<file path="src/design/drts_pkg.sv">
// Shared types, constants and the CORDIC angle table of the dead reckoning block.
package drts_pkg;

  // Sizing of the sample counter and the CORDIC loop.
  localparam int unsigned CordicSteps = 16;
  localparam int unsigned MaxSamples  = 1024;
  localparam int unsigned CountW      = 17;
  localparam int unsigned StepW       = 6;

  // Reciprocal of the CORDIC gain in Q2.30.
  localparam logic signed [33:0] GainInv = 34'sd652032874;
  localparam logic signed [33:0] QuarterTurn = 34'sd1073741824;
  localparam logic signed [33:0] HalfTurn    = 34'sd2147483648;

  // One accepted sample as it travels from the front end to the back end.
  typedef struct packed {
    logic signed [15:0] accel;
    logic signed [15:0] temperature;
    logic               first;
    logic               last;
    logic [15:0]        heading;
  } drts_cmd_t;

  // Sequencer states of the back end.
  typedef enum logic [3:0] {
    S_IDLE, S_CORDIC, S_MUL, S_VEL, S_POS, S_SQV, S_LD, S_SQRT,
    S_SPD, S_DST, S_DIVLD, S_DIV, S_MEAN, S_VAR, S_VARCL, S_DONE
  } drts_state_e;

  // Arctangent of 2^-i in units of 2pi/2^32.
  function automatic logic signed [33:0] atan_f(input logic [4:0] idx);
    logic signed [33:0] r;
    case (idx)
      5'd0:  r = 34'sd536870912;
      5'd1:  r = 34'sd316933406;
      5'd2:  r = 34'sd167458907;
      5'd3:  r = 34'sd85004758;
      5'd4:  r = 34'sd42667331;
      5'd5:  r = 34'sd21354465;
      5'd6:  r = 34'sd10679838;
      5'd7:  r = 34'sd5340245;
      5'd8:  r = 34'sd2670163;
      5'd9:  r = 34'sd1335087;
      5'd10: r = 34'sd667544;
      5'd11: r = 34'sd333772;
      5'd12: r = 34'sd166886;
      5'd13: r = 34'sd83443;
      5'd14: r = 34'sd41722;
      5'd15: r = 34'sd20861;
      5'd16: r = 34'sd10430;
      5'd17: r = 34'sd5215;
      5'd18: r = 34'sd2608;
      5'd19: r = 34'sd1304;
      5'd20: r = 34'sd652;
      5'd21: r = 34'sd326;
      5'd22: r = 34'sd163;
      5'd23: r = 34'sd81;
      default: r = '0;
    endcase
    return r;
  endfunction

endpackage

</file>
<file path="src/design/drts_fifo.sv">
// Two-entry queue between the front end and the back end.
module drts_fifo (
  input  logic              clk_i,
  input  logic              rst_ni,
  input  logic              push_i,
  input  drts_pkg::drts_cmd_t push_data_i,
  output logic              full_o,
  input  logic              pop_i,
  output drts_pkg::drts_cmd_t pop_data_o,
  output logic              empty_o
);
  import drts_pkg::*;

  drts_cmd_t   mem_q [2];
  logic        wptr_q, rptr_q;
  logic [1:0]  fill_q;

  assign full_o     = fill_q[1];
  assign empty_o    = (fill_q == 2'd0);
  assign pop_data_o = mem_q[rptr_q];

  // Storage is written at the write pointer.
  always_ff @(posedge clk_i) begin
    if (push_i) begin
      mem_q[wptr_q] <= push_data_i;
    end
  end

  // Pointers and fill level.
  always_ff @(posedge clk_i or negedge rst_ni) begin
    if (!rst_ni) begin
      wptr_q <= 1'b0;
      rptr_q <= 1'b0;
      fill_q <= 2'd0;
    end else begin
      if (push_i) wptr_q <= ~wptr_q;
      if (pop_i)  rptr_q <= ~rptr_q;
      if (push_i && !pop_i)      fill_q <= fill_q + 2'd1;
      else if (!push_i && pop_i) fill_q <= fill_q - 2'd1;
    end
  end

  a_no_overflow: assert property (@(posedge clk_i) disable iff (!rst_ni)
    push_i |-> !full_o) else $error("queue written while full");
  a_no_underflow: assert property (@(posedge clk_i) disable iff (!rst_ni)
    pop_i |-> !empty_o) else $error("queue read while empty");
  a_fill_range: assert property (@(posedge clk_i) disable iff (!rst_ni)
    fill_q != 2'd3) else $error("queue fill out of range");
endmodule

</file>
<file path="config.mk">
export PLATFORM = sky130hd
export DESIGN_NAME = drts_fifo
export DESIGN_NICKNAME = d
export VERILOG_FILES = /design/src/design/drts_pkg.sv /design/src/design/drts_fifo.sv
export SDC_FILE = /design/constraint.sdc
export NUM_CORES = 1
export LEC_CHECK = 0
export ABC_AREA = 1
export BUFFER_PORTS_ARGS = -buffer_cell sky130_fd_sc_hd__clkbuf_2
export CAP_MARGIN = 0
export CORE_MARGIN = 5
export CORE_UTILIZATION = 50
export CTS_CLUSTER_DIAMETER = 50
export CTS_CLUSTER_SIZE = 12
export DETAILED_ROUTE_END_ITERATION = 10
export PLACE_DENSITY = 0.82
export SYNTH_ARGS = -nofsm -noshare
export SYNTH_HDL_FRONTEND = slang
export SYNTH_SLANG_ARGS = --single-unit
</file>
<file path="constraint.sdc">
create_clock -name clk_i -period 3.7 [get_ports clk_i]
set_clock_uncertainty 0.05 [all_clocks]
set_input_delay 0.185 -clock clk_i [delete_from_list [all_inputs] [get_ports clk_i]]
set_output_delay 0.185 -clock clk_i [all_outputs]
set_load 0.1 [all_outputs]
</file>
==> impl_results.md <==
* Final setup violation count at 0
* Slowest CP cell: dfrtp_4
* H-tree depth at 3
* RSZ-0062 raised after global routing: false
* Mux contribution to synthesized area at 0.1838
* Arrival @ worst endpoint at 2210 ps
* Max Root-Sink Buffers at 2
* Worst Path Max Fanout at 51
* Vias in the first global route at 2381
* DP Area at 4624 um^2
* Warnings from Yosys at 0
* Remaining DRCs at 0
* Slew @ Worst Pin at 1071 ps
* Slew Viols, Final at 0
* Layout Nets at 398
* Simple-gate share of the synthesized area at 0.009236
* Synth Area in Compound Gates at 0
* Adder-Cell Fraction of Synth Area at 0.003079
* Total core area at 7807 um^2
* Global Route Usage Sum at 0.1474
* TritonCTS buffer count at 9
* Die outline width at 100.2 um
* Worst Hold Class: primary input to flop
* Yosys reg bits at 104
* Crit path cell chain: mux2_2, clkbuf_2
* Mapped Nets at 235
* Drt wl/cell at 15.89 um
* Outcome: completed
* Dpl hpwl at 4.255 mm
* Avg Cell Area, Syn at 22.58 um^2
* Final hold vios at 0
* Post-CTS setup buffers at 0
* CTS tree: built
* Site Rows at 32
* Register area share after synthesis at 0.7635
* WS Path Type: flop to output port
* Final Critical Period at 2447 ps
* Initial DRC Count at 47
* N_diodes at 0
* Final Util at 0.6846
* Top Usage Layer GRT: met2
* Starting Density at 0.5205
* Final Cell Area at 5345 um^2
* Global Route met1 Usage at 0.1611
* DIE AREA at 10030 um^2
* Synthesized instance count at 180
* Largest net degree at the start of global routing at 52
* Max Fclk at 0.4086 GHz
* Final ANT Viol Nets at 0
* Max-cap viol count at 0
* Max transition margin at 0.2852
* Largest family of logic cells by synthesized area: multiplexers
* Filler Cell Count at 535
* Synth Area in XOR/XNOR at 0.006466
* Crit path required time at 3460 ps
* Root Buffer: clkbuf_8
* Setup TNS at 0 ps
* Layout cell share with drive strength beyond 1 at 0.5029
* Clock Latency Late Sink at 340 ps
* Total wire length after detailed routing at 7.152 mm
* Antenna violations before repair at 0
* Mapped cell area at 4064 um^2
* GP Congestion at 0.6427
* Cts hold-fix bufs at 52
* I/O Buffers at 105
* Met2 usage at 0.2701
* GRT met3 Usage at 0.04309
* Kind of start point of the critical path: flop
* Final period util at 0.6614
* Pre-Repair DR Iteration Count at 4
* Synth cell types at 14
* CTS clock-pin slew for the worst setup and hold paths at 90 ps
* Die Y at 100.2 um
* Global route overflow at 0
* Post_cts resized at 0
* Clk sinks at 104
* I/O pins at 106
* Global-route wire length before repair at 11.16 mm
* DR vias/cell at 4.749
* P&R area growth vs syn at 31.53%
* Via count at 2137
* Biggest cell delay along the critical path at 1060 ps
* Critical Path Sink Type: output port
[routing by layer]
layer | vias up | wire (um)
li1 | 1017 | -
met1 | 1039 | 2856
met2 | 75 | 3814
met3 | 6 | 425
met4 | 0 | 55
met5 | - | 0
[state kept, by name (all words and copies together), names as in the netlist]
register  flops
rptr_q        1
wptr_q        1
fill_q        2
mem_q       100
[worst paths after layout]
path	start	to	slack, ps	depth (start not counted)
min in group asynchronous	rst_ni	fill_q[0]$_DFFE_PN0P_	110	2
max in group asynchronous	rst_ni	rptr_q$_DFFE_PN0P_	3330	2
hold reg to reg	fill_q[0]$_DFFE_PN0P_	fill_q[0]$_DFFE_PN0P_	490	1
hold / removal	push_i	wptr_q$_DFFE_PN0P_	20	2
setup / recovery	rptr_q$_DFFE_PN0P_	pop_data_o[43]	1250	2
setup reg to reg	wptr_q$_DFFE_PN0P_	mem_q[0][39]$_DFFE_PP_	1840	2
[cells by family (layout without fill, tap and decap cells)]
group,Yosys count,after routing
adders and majority gates,1,1
muxes,50,50
DFF,104,104
buffers and inverters,13,181
and+or+nand+nor,9,9
xor gates and xnor gates,3,3
[cell type report]
class,instances,area [um^2],share of cell area
tap,102,127.6,0.02388
clock buffer,9,123.9,0.02317
multi-input combinational,63,830.8,0.1554
timing repair buffer,158,1054,0.1971
inverter,7,26.28,0.004916
clock inverter,7,76.32,0.01428
sequential,104,3107,0.5812
[through the flow]
| step | instances | setup WS, ps | hold WS (ps) |
|---|---|---|---|
| floorplan | 180 | 682.6 | -160.6 |
| global placement | 382 | 1619 | -51.41 |
| detailed placement | 382 | 1618 | -45.79 |
| CTS | 450 | 1209 | 6.430 |
| global route | 450 | 1144 | 9.418 |
| finish | 450 | 1253 | 24.10 |
[cell usage in the layout, fill, tap and decap left out, types with 2 or more instances in the layout]
| cell | instances |
|---|---|
| clkinvlp_4 | 2 |
| dfrtp_1 | 3 |
| clkbuf_2 | 105 |
| inv_6 | 3 |
| dlygate4sd3_1 | 52 |
| inv_1 | 6 |
| mux2_4 | 49 |
| edfxtp_1 | 100 |
| xor2_1 | 2 |
| clkbuf_8 | 9 |
| nand2_1 | 5 |
[critical path, delay by kind of cell (launching register included)]
kind     cells  cell delay (ps)
buf+inv      1              370
flops        1             1060
mux          1              410
[Yosys cell counts, drive strengths merged]
| master | n | area [um^2] |
|---|---|---|
| nor2 | 2 | 7.510 |
| buf | 6 | 111.4 |
| dfrtp | 4 | 100.1 |
| xnor2 | 1 | 8.760 |
| mux2 | 50 | 747.0 |
| ha | 1 | 12.51 |
| inv | 7 | 26.28 |
| xor2 | 2 | 17.52 |
| edfxtp | 100 | 3003 |
| nand3 | 1 | 5.000 |
| nand4 | 1 | 6.260 |
| nand2 | 5 | 18.77 |
Power is left out: the tool's default activity adds up to more than one toggle a clock period on the data nets, which glitch-free logic cannot reach.
