$ cat config.mk
export PLATFORM = sky130hd
export DESIGN_NAME = drts_front_flat
export DESIGN_NICKNAME = d
export VERILOG_FILES = /design/src/design/drts_pkg.sv /design/src/design/drts_if.sv /design/src/design/drts_front.sv /design/src/flat_wrapper.sv
export SDC_FILE = /design/constraint.sdc
export NUM_CORES = 1
export LEC_CHECK = 0
export BUFFER_PORTS_ARGS = -buffer_cell sky130_fd_sc_hd__clkbuf_2
export CAP_MARGIN = 0
export CORE_ASPECT_RATIO = 0.9
export CORE_MARGIN = 1
export CORE_UTILIZATION = 48
export CTS_CLUSTER_SIZE = 30
export DETAILED_ROUTE_END_ITERATION = 7
export PLACE_DENSITY = 0.86
export SLEW_MARGIN = 20
export SYNTH_ARGS = -nofsm -noshare
export SYNTH_HDL_FRONTEND = slang
export SYNTH_SLANG_ARGS = --single-unit
$ cat constraint.sdc
create_clock -name clk_i -period 4.35 [get_ports clk_i]
set_input_delay 0.2175 -clock clk_i [delete_from_list [all_inputs] [get_ports clk_i]]
set_output_delay 0.2175 -clock clk_i [all_outputs]
set_load 0.02 [all_outputs]
$ cat src/design/drts_pkg.sv
// Shared types, constants and the CORDIC angle table of the dead reckoning block.
package drts_pkg;

  // Sizing of the sample counter and the CORDIC loop.
  localparam int unsigned CordicSteps = 16;
  localparam int unsigned MaxSamples  = 1024;
  localparam int unsigned CountW      = 17;
  localparam int unsigned StepW       = 6;

  // Reciprocal of the CORDIC gain in Q2.30.
  localparam logic signed [33:0] GainInv = 34'sd652032874;
  localparam logic signed [33:0] QuarterTurn = 34'sd1073741824;
  localparam logic signed [33:0] HalfTurn    = 34'sd2147483648;

  // One accepted sample as it travels from the front end to the back end.
  typedef struct packed {
    logic signed [15:0] accel;
    logic signed [15:0] temperature;
    logic               first;
    logic               last;
    logic [15:0]        heading;
  } drts_cmd_t;

  // Sequencer states of the back end.
  typedef enum logic [3:0] {
    S_IDLE, S_CORDIC, S_MUL, S_VEL, S_POS, S_SQV, S_LD, S_SQRT,
    S_SPD, S_DST, S_DIVLD, S_DIV, S_MEAN, S_VAR, S_VARCL, S_DONE
  } drts_state_e;

  // Arctangent of 2^-i in units of 2pi/2^32.
  function automatic logic signed [33:0] atan_f(input logic [4:0] idx);
    logic signed [33:0] r;
    case (idx)
      5'd0:  r = 34'sd536870912;
      5'd1:  r = 34'sd316933406;
      5'd2:  r = 34'sd167458907;
      5'd3:  r = 34'sd85004758;
      5'd4:  r = 34'sd42667331;
      5'd5:  r = 34'sd21354465;
      5'd6:  r = 34'sd10679838;
      5'd7:  r = 34'sd5340245;
      5'd8:  r = 34'sd2670163;
      5'd9:  r = 34'sd1335087;
      5'd10: r = 34'sd667544;
      5'd11: r = 34'sd333772;
      5'd12: r = 34'sd166886;
      5'd13: r = 34'sd83443;
      5'd14: r = 34'sd41722;
      5'd15: r = 34'sd20861;
      5'd16: r = 34'sd10430;
      5'd17: r = 34'sd5215;
      5'd18: r = 34'sd2608;
      5'd19: r = 34'sd1304;
      5'd20: r = 34'sd652;
      5'd21: r = 34'sd326;
      5'd22: r = 34'sd163;
      5'd23: r = 34'sd81;
      default: r = '0;
    endcase
    return r;
  endfunction

endpackage

$ cat src/design/drts_if.sv
// Valid/ready channel interfaces for samples and results.
interface drts_sample_if;
  logic               valid;
  logic               ready;
  logic signed [15:0] accel;
  logic signed [15:0] turn;
  logic signed [15:0] temperature;
  logic               first;
  logic               last;

  modport source (output valid, accel, turn, temperature, first, last, input ready);
  modport sink   (input valid, accel, turn, temperature, first, last, output ready);
endinterface


$ cat src/design/drts_front.sv
// Front end: takes sample beats, tracks the heading and queues the work.
module drts_front (
  input  logic                clk_i,
  input  logic                rst_ni,
  drts_sample_if.sink         sample_i,
  input  logic                full_i,
  output logic                push_o,
  output drts_pkg::drts_cmd_t cmd_o
);
  import drts_pkg::*;

  logic [15:0] heading_q, heading_d;

  assign sample_i.ready = !full_i;
  assign push_o         = sample_i.valid && !full_i;

  // A first beat restarts the heading from zero.
  always_comb begin
    heading_d = sample_i.first ? 16'(sample_i.turn)
                               : heading_q + 16'(sample_i.turn);
  end

  assign cmd_o = '{accel: sample_i.accel, temperature: sample_i.temperature,
                   first: sample_i.first, last: sample_i.last, heading: heading_d};

  always_ff @(posedge clk_i or negedge rst_ni) begin
    if (!rst_ni) begin
      heading_q <= '0;
    end else if (push_o) begin
      heading_q <= heading_d;
    end
  end
endmodule

$ cat src/flat_wrapper.sv
// flat-port wrapper written by rule: the top's interface ports become plain ports
module drts_front_flat import drts_pkg::*;
  (clk_i, rst_ni, full_i, push_o, cmd_o, sample_i_valid, sample_i_accel, sample_i_turn, sample_i_temperature, sample_i_first, sample_i_last, sample_i_ready);
  drts_sample_if sample_i_i ();
  input  logic clk_i;
  input  logic rst_ni;
  input  logic full_i;
  output logic push_o;
  output drts_pkg::drts_cmd_t cmd_o;
  input wire logic [$bits(sample_i_i.valid)-1:0] sample_i_valid;
  input wire logic [$bits(sample_i_i.accel)-1:0] sample_i_accel;
  input wire logic [$bits(sample_i_i.turn)-1:0] sample_i_turn;
  input wire logic [$bits(sample_i_i.temperature)-1:0] sample_i_temperature;
  input wire logic [$bits(sample_i_i.first)-1:0] sample_i_first;
  input wire logic [$bits(sample_i_i.last)-1:0] sample_i_last;
  output wire logic [$bits(sample_i_i.ready)-1:0] sample_i_ready;
  assign sample_i_i.valid = sample_i_valid;
  assign sample_i_i.accel = sample_i_accel;
  assign sample_i_i.turn = sample_i_turn;
  assign sample_i_i.temperature = sample_i_temperature;
  assign sample_i_i.first = sample_i_first;
  assign sample_i_i.last = sample_i_last;
  assign sample_i_ready = sample_i_i.ready;
  drts_front u_core (.clk_i(clk_i), .rst_ni(rst_ni), .sample_i(sample_i_i), .full_i(full_i), .push_o(push_o), .cmd_o(cmd_o));
endmodule
==> results of run 1 <==
## cell type report
cell class / count / area share
Multi-Input combinational cell: 167 / 0.6124
Sequential cell: 16 / 0.2128
Timing Repair Buffer: 40 / 0.1090
Tap cell: 46 / 0.03059
Clock buffer: 4 / 0.02926
Inverter: 3 / 0.005984
## per-layer routing
metal | routed length (um) | vias up | share of wire | GRT usage
met4 | 31 | 0 | 0.0082 | 0.06383
met5 | 0 | - | 0 | 0
met1 | 1817 | 729 | 0.48 | 0.2491
met3 | 219 | 8 | 0.058 | 0.03571
li1 | - | 777 | - | -
met2 | 1734 | 50 | 0.46 | 0.3083
## metrics by stage
stage | hold slack, ns | utilization | instances
finish | 0.2520 | 0.5079 | 276
global route | 0.2643 | 0.5079 | 276
CTS | 0.2479 | 0.5079 | 276
detailed placement | 0.1826 | 0.4904 | 271
global placement | 0.1770 | 0.4904 | 271
floorplan | -0.07809 | - | 229
## power by group through the flow
stage	clock network, mW	logic, mW	registers [mW]
global route	0.147	0.730	0.237
global placement	0	0.635	0.230
finish	0.137	0.657	0.231
CTS	0.140	0.656	0.230
detailed placement	0	0.649	0.234
floorplan	0	0.565	0.218
## repair_timing
item,4_1_cts,5_1_grt
endpoints found under the setup margin,0,0
hold buffers,1,0
gates resized for setup,0,0
endpoints found under the hold margin,16,0
buffers inserted,0,0
## critical path, cell delays in order, from the launching register on
cell	delay, ns
dfrtp_1	0.38
ha_1	0.22
fa_1	0.41
a21o_1	0.22
a221oi_2	0.40
o21ai_2	0.15
a221oi_2	0.37
xor2_1	0.18
o21ai_1	0.07
clkbuf_2	0.18
## path summary, 6_finish.rpt
check / from / endpoint / slack [ns] / cells after the start
hold reg to reg: u_core.heading_q[6] / u_core.heading_q[6] / 0.48 / 2
setup reg to reg: u_core.heading_q[0] / u_core.heading_q[8] / 1.81 / 8
hold / removal: sample_i_turn[9] / u_core.heading_q[9] / 0.25 / 3
max in group asynchronous: rst_ni / u_core.heading_q[1] / 3.60 / 2
setup / recovery: u_core.heading_q[0] / cmd_o[14] / 1.30 / 9
min in group asynchronous: rst_ni / u_core.heading_q[15] / 0.44 / 2
## kinds of logic (layout without fill, tap and decap cells)
group | count (synthesis) | after routing | share of synthesized area
xor gates and xnor gates | 12 | 12 | 0.05672
AOI/OAI and AO/OA | 56 | 56 | 0.2161
and+or+nand+nor | 74 | 74 | 0.1837
adders and majority gates | 16 | 16 | 0.1121
muxes | 9 | 9 | 0.05335
buffers and inverters | 46 | 47 | 0.1620
DFF | 16 | 16 | 0.2161
## synth_stat cells (3+ instances only)
library cell	number
a211oi_1	3
a21o_1	7
a21oi_1	9
a31oi_1	3
buf_1	3
buf_4	34
clkbuf_1	6
dfrtp_1	16
ha_1	15
inv_1	3
mux2_2	7
nand2_1	43
nand2b_1	3
nand3_1	3
nor2_1	12
o21ai_0	14
xnor2_1	9
xor2_1	3
==> results.json, run 1 <==
{
  "clk_latency_ns": 0.25,
  "synth_top_area_share": 0.2161,
  "p_clk_frac": 0.134,
  "reg_top3": "u_core.heading_q: 16 flops",
  "final_common_cell": "nand2_1",
  "antenna_left": 0,
  "top_register": "u_core.heading_q",
  "cp.arrival_ns": 2.83,
  "drive_gt1_frac": 0.2478,
  "cellInternalPower_mw": 0.5519,
  "rsz0062_at_grt": "false",
  "ys_warn_count": 0,
  "core_um2": 3705,
  "ys_ff_latch": 16,
  "ioPinCount": 106,
  "ys_seq_area_frac": 0.2161,
  "fin_crit_sh": 0.7015,
  "min_period_ns": 3.052,
  "combPwrFrac": 0.641,
  "via_per_inst": 5.667,
  "synth_area_um2": 1853,
  "synth_async_sr_flop_share": 1.000,
  "die_h_um": 60.95,
  "numPortBuffers": 39,
  "cts_buffers": 3,
  "synth_edf_count": 0,
  "synthTopCellsByArea": "dfrtp_1 (22%), buf_4 (14%), ha_1 (10%), nand2_1 (8.7%), mux2_2 (4.3%)",
  "routed_wl_mm": 3.803,
  "clock_sinks": 16,
  "antennaDiodeCount": 0,
  "drv_cap": 0,
  "path_max_fanout": 4,
  "layout.nets": 301,
  "area_growth_syn_to_layout_pct": 1.553,
  "placed_cell_area_um2": 1817,
  "synth_cells": 229,
  "worst_pin_slew_ns": 0.7016,
  "grt_max_degree": 38,
  "fin_setup_tns_ns": 0,
  "drt_iter0_markers": 109,
  "worstSetupPathType": "reg -> out",
  "maxSlewViolCount": 0,
  "seq_area_um2": 400.4,
  "avgSynthCellArea_um2": 8.092,
  "largest_reg_flops": 16,
  "initial_utilization": 0.5002,
  "antenna_found_initial": 0,
  "power.share.sequential": 0.225,
  "worstSetupEndpointType": "output pin",
  "grt_usage": 0.1886,
  "powerDensity_nw_per_um2": 545.0,
  "grt_pass1_wl_mm": 5.982,
  "finClkSkew_ns": 0.002266,
  "hp-class": "in -> reg",
  "dieArea_um2": 4113,
  "cts.clk_slew.worst_paths_ns": 0.07,
  "root_buffer": "clkbuf_8",
  "p_leak_nw": 0.9311,
  "hold_viol_final": 0,
  "gp_congestion": 0.9111,
  "via_count": 1564,
  "drc": 0,
  "drt_first_pass_iters": 5,
  "fp.dieW_um": 67.50,
  "synth_flop_cell": "dfrtp_1",
  "overflow": 0,
  "final_cell_mix": "nand2_1 (43), clkbuf_2 (39), dfrtp_1 (16), ha_1 (15), o21ai_0 (14)",
  "yosysUniqueCellTypes": 47,
  "netSwitchingFraction": 0.4619,
  "hpwl_mm": 2.821,
  "maxSlewHeadroom": 0.5322,
  "switching_power_mw": 0.4737,
  "cts_tree": "done",
  "num-fill-cells": 359,
  "setup_viol": 0,
  "fmax_mhz": 327.7,
  "cp.required_ns": 4.13,
  "grt_pass1_vias": 1373,
  "postSynthNetCount": 299,
  "startpoint_type": "flip-flop",
  "status": "finished, final reports clean",
  "stdcell_area_um2": 1882,
  "pre_cts_ws_ns": 1.584,
  "layout_setup_ws_ns": 1.298,
  "peakVddDrop_mv": 0.2016,
  "htreeDepth": 1,
  "rows": 21,
  "cts_buffer_depth": 2,
  "multiInputGateArea_um2": 1152,
  "yosysTopAreaCell": "dfrtp_1",
  "total_power_mw": 1.026,
  "avgRoutedWirePerCell_um": 13.78
}
(Power assumes the default switching activity.)
==> inputs of run 2 (changes only) <==
--- a/config.mk
+++ b/config.mk
@@ -9,10 +9,10 @@
 export CAP_MARGIN = 0
 export CORE_ASPECT_RATIO = 0.9
 export CORE_MARGIN = 1
-export CORE_UTILIZATION = 48
+export CORE_UTILIZATION = 40
 export CTS_CLUSTER_SIZE = 30
 export DETAILED_ROUTE_END_ITERATION = 7
-export PLACE_DENSITY = 0.86
+export PLACE_DENSITY = 0.77
 export SLEW_MARGIN = 20
 export SYNTH_ARGS = -nofsm -noshare
 export SYNTH_HDL_FRONTEND = slang
==> constraint.sdc (replaced) <==
create_clock -name clk_i -period 2.5 [get_ports clk_i]
set_input_delay 0.125 -clock clk_i [delete_from_list [all_inputs] [get_ports clk_i]]
set_output_delay 0.125 -clock clk_i [all_outputs]
set_load 0.02 [all_outputs]
==> results.json, run 2 (synthesis gave the netlist of run 1 again) <==
{
  "status": "finished, violations left",
  "violations": "negative setup slack",
  "rows": 23,
  "startpoint_type": "flip-flop",
  "grt_max_degree": 38,
  "hold_viol_final": 0,
  "fmax_mhz": 371.8,
  "final_common_cell": "nand2_1",
  "crit_chain": "ha_2 -> fa_2 -> a21o_1 -> a221oi_4 -> o21ai_2 -> a221oi_2 -> xor2_1 -> o21ai_2 -> clkbuf_8",
  "hold_path_end": "u_core.heading_q[9]",
  "overflow": 0,
  "htreeDepth": 1,
  "min_delay_path_depth": 3,
  "maxSlewHeadroom": 0.5194,
  "worstRegToRegCells": 11,
  "drc": 0,
  "clk_latency_ns": 0.25,
  "dr_wl_met3_um": 250,
  "routed_wl_mm": 4.405,
  "num-fill-cells": 422,
  "cp.required_ns": 2.38,
  "gp_congestion": 0.9331,
  "layout_setup_ws_ns": -0.1899,
  "grt_pass1_wl_mm": 6.810,
  "antenna_found_initial": 0,
  "peakVddDrop_mv": 0.3305,
  "stdcell_area_um2": 2123,
  "hp-class": "in -> reg",
  "hpwl_mm": 3.041,
  "layout.nets": 316,
  "worstSetupEndpointType": "output pin",
  "r2r-end": "u_core.heading_q[14]",
  "cts_tree": "done",
  "cts.clk_slew.worst_paths_ns": 0.06,
  "critPathLaunch": "u_core.heading_q[0]",
  "placed_cell_area_um2": 1901,
  "cts_buffer_depth": 2,
  "initial_utilization": 0.4154,
  "top_register": "u_core.heading_q",
  "grt_pass1_vias": 1521,
  "powerDensity_nw_per_um2": 938.5,
  "top_layer": "met4",
  "final_cell_mix": "nand2_1 (43), clkbuf_2 (34), buf_4 (18), dfrtp_1 (16), nor2_1 (12)",
  "p_leak_nw": 1.003,
  "cp.arrival_ns": 2.56,
  "clock_sinks": 16,
  "drt_first_pass_iters": 4,
  "worstHoldStart": "sample_i_turn[9]",
  "path_max_fanout": 3,
  "finClkSkew_ns": 0.002393,
  "max_stage_delay_ns": 0.38,
  "largest_reg_flops": 16,
  "worstSetupPathType": "reg -> out",
  "maxSlewViolCount": 0,
  "crit_buf_inv": 1,
  "cts_buffers": 3,
  "grt_usage": 0.1812,
  "regToRegStartpoint": "u_core.heading_q[0]",
  "fin_setup_tns_ns": -0.3347,
  "cp_slowest_cell": "dfrtp_1",
  "numPortBuffers": 39,
  "antenna_left": 0,
  "avgRoutedWirePerCell_um": 14.40,
  "setup_viol": 5,
  "antennaDiodeCount": 0,
  "total_power_mw": 1.993,
  "critPathTopFamily": "compound AO/OA/AOI/OAI gates",
  "via_count": 1640,
  "ioPinCount": 106,
  "via_per_inst": 5.359,
  "final_cells": 306,
  "dieArea_um2": 4909,
  "drt_iter0_markers": 80,
  "worst_pin_slew_ns": 0.7208,
  "fin_crit_sh": 1.076,
  "crit_top_cell": "o21ai_2",
  "reg2reg_slack_ns": 0,
  "finalHoldWorstSlack_ns": 0.1643,
  "drive_gt1_frac": 0.3443,
  "core_um2": 4461,
  "met1_length_mm": 1.952,
  "area_growth_syn_to_layout_pct": 14.58,
  "min_period_ns": 2.690,
  "fp.dieW_um": 73.75,
  "reg_top3": "u_core.heading_q: 16 flops",
  "rsz0062_at_grt": "true",
  "die_h_um": 66.57,
  "root_buffer": "clkbuf_8",
  "drv_cap": 0,
  "post-place-cells": 295,
  "wl_met2_mm": 2.101
}
-- run 2: cell types whose count changed in the layout (fill, tap and decap cells not counted), moves of 3 or more --
cell | before | now
ha_1 | 15 | 8
o21ai_0 | 14 | 11
ha_4 | 0 | 5
clkbuf_2 | 39 | 34
buf_4 | 0 | 18
-- run 2: worst max-delay path by stage --
stage           endpoint  cells after the start  slack, ns
2_1_floorplan  cmd_o[14]                      8       0.05
3_3_place_gp   cmd_o[14]                      9       0.01
3_5_place_dp   cmd_o[14]                      9      -0.04
4_1_cts        cmd_o[14]                      9      -0.16
5_1_grt        cmd_o[14]                      9      -0.31
6_report       cmd_o[14]                      9      -0.19
-- run 2: tightest hold or removal path, cell delays in order --
cell and delay [ns]:
clkbuf_2 0.10, nand2_1 0.08, a31oi_1 0.07
-- run 2: layout make-up --
type	count	area [um^2]	share of cell area
sequential	16	400.4	0.1886
timing repair buffer	55	334.1	0.1573
tap	62	77.57	0.03653
multi-input combinational	167	1259	0.5928
clock buffer	3	41.29	0.01945
inverter	3	11.26	0.005303
-- run 2: power by group --
| group | switching, mW | leakage, nW | internal, mW |
|---|---|---|---|
| combinational | 0.746 | 0.789 | 0.633 |
| clock | 0.0936 | 0.0216 | 0.107 |
| sequential | 0.0708 | 0.193 | 0.342 |
-- run 2: layer usage --
metal,GRT usage,up-vias
li1,-,808
met1,0.2283,769
met2,0.2913,54
met3,0.03933,9
met4,0.08894,0
met5,0,-
-- run 2: repair_timing --
item,in CTS,in global routing
pin swaps,7,10
gates resized for setup,10,13
buffers inserted,3,4
hold buffers,1,0
setup endpoints to repair,6,9
cloned,0,0
endpoints found under the hold margin,16,0
-- run 2: metrics by stage --
step | util | setup WS, ns
after floorplan | - | 0.05142
after global routing | 0.4760 | -0.3088
after global placement | 0.4261 | 0.01188
after detailed placement | 0.4261 | -0.03653
final | 0.4760 | -0.1899
after CTS | 0.4583 | -0.1608
==> inputs of run 3 (changes only) <==
--- a/config.mk
+++ b/config.mk
@@ -8,7 +8,7 @@
 export BUFFER_PORTS_ARGS = -buffer_cell sky130_fd_sc_hd__clkbuf_2
 export CAP_MARGIN = 0
 export CORE_ASPECT_RATIO = 0.9
-export CORE_MARGIN = 1
+export CORE_MARGIN = 2
 export CORE_UTILIZATION = 40
 export CTS_CLUSTER_SIZE = 30
 export DETAILED_ROUTE_END_ITERATION = 7
==> constraint.sdc (replaced) <==
create_clock -name clk_i -period 2.3 [get_ports clk_i]
set_input_delay 0.115 -clock clk_i [delete_from_list [all_inputs] [get_ports clk_i]]
set_output_delay 0.115 -clock clk_i [all_outputs]
set_load 0.02 [all_outputs]
==> results.json, run 3 (synthesis gave the netlist of run 1 again) <==
{
  "numPortBuffers": 39,
  "antenna_found_initial": 0,
  "drc": 0,
  "overflow": 0,
  "fmax_mhz": 380.9,
  "via_per_inst": 5.268,
  "largest_reg_flops": 16,
  "cp.required_ns": 2.18,
  "reg2reg_slack_ns": 0.01,
  "hold_viol_final": 0,
  "worstSetupEndpoint": "cmd_o[14]",
  "finalHoldWorstSlack_ns": 0.1424,
  "final_common_cell": "nand2_1",
  "crit_top_cell": "o21ai_2",
  "drt_iter0_markers": 113,
  "die_h_um": 68.57,
  "status": "finished, violations left",
  "drt_first_pass_iters": 4,
  "clock_sinks": 16,
  "total_power_mw": 2.488,
  "via_count": 1670,
  "violations": "negative setup slack",
  "path_max_fanout": 3,
  "crit_buf_inv": 1,
  "rsz0062_at_grt": "true",
  "regToRegStartpoint": "u_core.heading_q[0]",
  "clk_latency_ns": 0.27,
  "grt_max_degree": 21,
  "grt_usage": 0.1822,
  "worst_pin_slew_ns": 0.4624,
  "fin_crit_sh": 1.142,
  "cp.arrival_ns": 2.51,
  "startpoint_type": "flip-flop",
  "setup_viol": 9,
  "root_buffer": "clkbuf_8",
  "dieArea_um2": 5194,
  "peakVddDrop_mv": 0.4275,
  "cp_slowest_cell": "dfrtp_1",
  "utilization": 0.5198,
  "worstRegToRegCells": 9,
  "htreeDepth": 1,
  "grt_pass1_wl_mm": 7.120,
  "area_growth_syn_to_layout_pct": 25.12,
  "power.share.sequential": 0.182,
  "worstSetupEndpointType": "output pin",
  "fin_setup_tns_ns": -1.563,
  "p_clk_frac": 0.109,
  "worstSetupPathDepth": 9,
  "cellInternalPower_mw": 1.399,
  "reg_top3": "u_core.heading_q: 16 flops",
  "gp_congestion": 0.8724,
  "drive_gt1_frac": 0.4157,
  "min_period_ns": 2.626,
  "max_stage_delay_ns": 0.38,
  "rows": 23,
  "core_um2": 4461,
  "finClkSkew_ns": 0.004846,
  "crit_chain": "ha_2 -> fa_2 -> a21o_1 -> a221oi_4 -> o21ai_2 -> a221oi_2 -> xor2_1 -> o21ai_2 -> buf_6",
  "top_register": "u_core.heading_q",
  "critPathTopFamily": "compound AO/OA/AOI/OAI gates",
  "fp.dieW_um": 75.75,
  "antenna_left": 0,
  "powerDensity_nw_per_um2": 1073,
  "cts_buffer_depth": 2,
  "pre_cts_ws_ns": -0.08132,
  "final_cell_mix": "nand2_1 (43), clkbuf_2 (30), buf_4 (26), dfrtp_1 (15), nor2_1 (11)",
  "netSwitchingFraction": 0.4377,
  "layout_setup_ws_ns": -0.3255,
  "cts_buffers": 3,
  "p_leak_nw": 1.104,
  "combPwrFrac": 0.709,
  "ioPinCount": 106,
  "antennaDiodeCount": 0,
  "drv_cap": 0,
  "cts_tree": "done",
  "initial_utilization": 0.4154,
  "layout.nets": 326,
  "worstSetupPathType": "reg -> out",
  "grt_pass1_vias": 1570,
  "r2r-end": "u_core.heading_q[8]",
  "cts.clk_slew.worst_paths_ns": 0.07,
  "maxSlewViolCount": 0,
  "routed_wl_mm": 4.671,
  "maxSlewHeadroom": 0.6917,
  "critPathLaunch": "u_core.heading_q[0]",
  "hp-class": "in -> reg",
  "hpwl_mm": 3.224,
  "avgRoutedWirePerCell_um": 14.74,
  "switching_power_mw": 1.089
}
==> run 3: cell types whose count changed in the layout (fill, tap and decap cells not counted), sizes merged <==
cell	before	now
buf	19	30
==> run 3: what timing repair did <==
action	4_1_cts	5_1_grt
buffers inserted	9	3
hold buffers	1	0
pin swaps	15	9
hold endpoints to repair	16	0
setup endpoints to repair	12	14
resized for setup	27	18
==> run 3: worst min-delay path by stage <==
stage | to | cells after the start | startpoint | slack [ns]
6_report | u_core.heading_q[9] | 3 | sample_i_turn[9] | 0.14
5_1_grt | u_core.heading_q[9] | 3 | sample_i_turn[9] | 0.16
4_1_cts | u_core.heading_q[9] | 3 | sample_i_turn[9] | 0.15
3_5_place_dp | u_core.heading_q[2] | 1 | rst_ni | 0.08
3_3_place_gp | u_core.heading_q[2] | 1 | rst_ni | 0.07
2_1_floorplan | u_core.heading_q[0] | 0 | rst_ni | -0.18
==> run 3: area by class of cell <==
type,instances,area (um^2)
well taps,62,77.57
fillers,402,2142
inverters,3,11.26
clock buffers,4,55.05
flip-flops and latches,16,401.6
multi-input cells,167,1330
repair buffers,65,442.9
==> run 3: power groups by stage <==
stage / registers, mW / clock network, mW / logic [mW]
2_1_floorplan: 0.413 / 0 / 1.10
3_3_place_gp: 0.437 / 0 / 1.37
3_5_place_dp: 0.446 / 0 / 1.40
4_1_cts: 0.451 / 0.271 / 1.65
5_1_grt: 0.467 / 0.285 / 1.91
6_report: 0.452 / 0.271 / 1.76
==> run 3: layer usage <==
| layer | part of all wire | routed length, um | track usage | vias up |
|---|---|---|---|---|
| li1 | - | - | - | 829 |
| met1 | 0.44 | 2043 | 0.2395 | 786 |
| met2 | 0.48 | 2260 | 0.2866 | 40 |
| met3 | 0.051 | 238 | 0.03052 | 15 |
| met4 | 0.027 | 128 | 0.09430 | 0 |
| met5 | 0 | 0 | 0 | - |
==> run 3: metrics by stage <==
stage | cell area [um^2] | cells
after detailed placement | 1999 | 305
final | 2318 | 317
after CTS | 2262 | 316
after global routing | 2318 | 317
after global placement | 1999 | 305
after floorplan | 1881 | 229
==> run 3: worst register-to-register path, delay by kind of cell (launching register included) <==
kind	cells	cell delay (ns)
mux	1	0.27
compound gates	4	0.66
buf+inv	1	0.19
fa+ha+maj	2	0.52
flops	1	0.38
xor+xnor	1	0.16
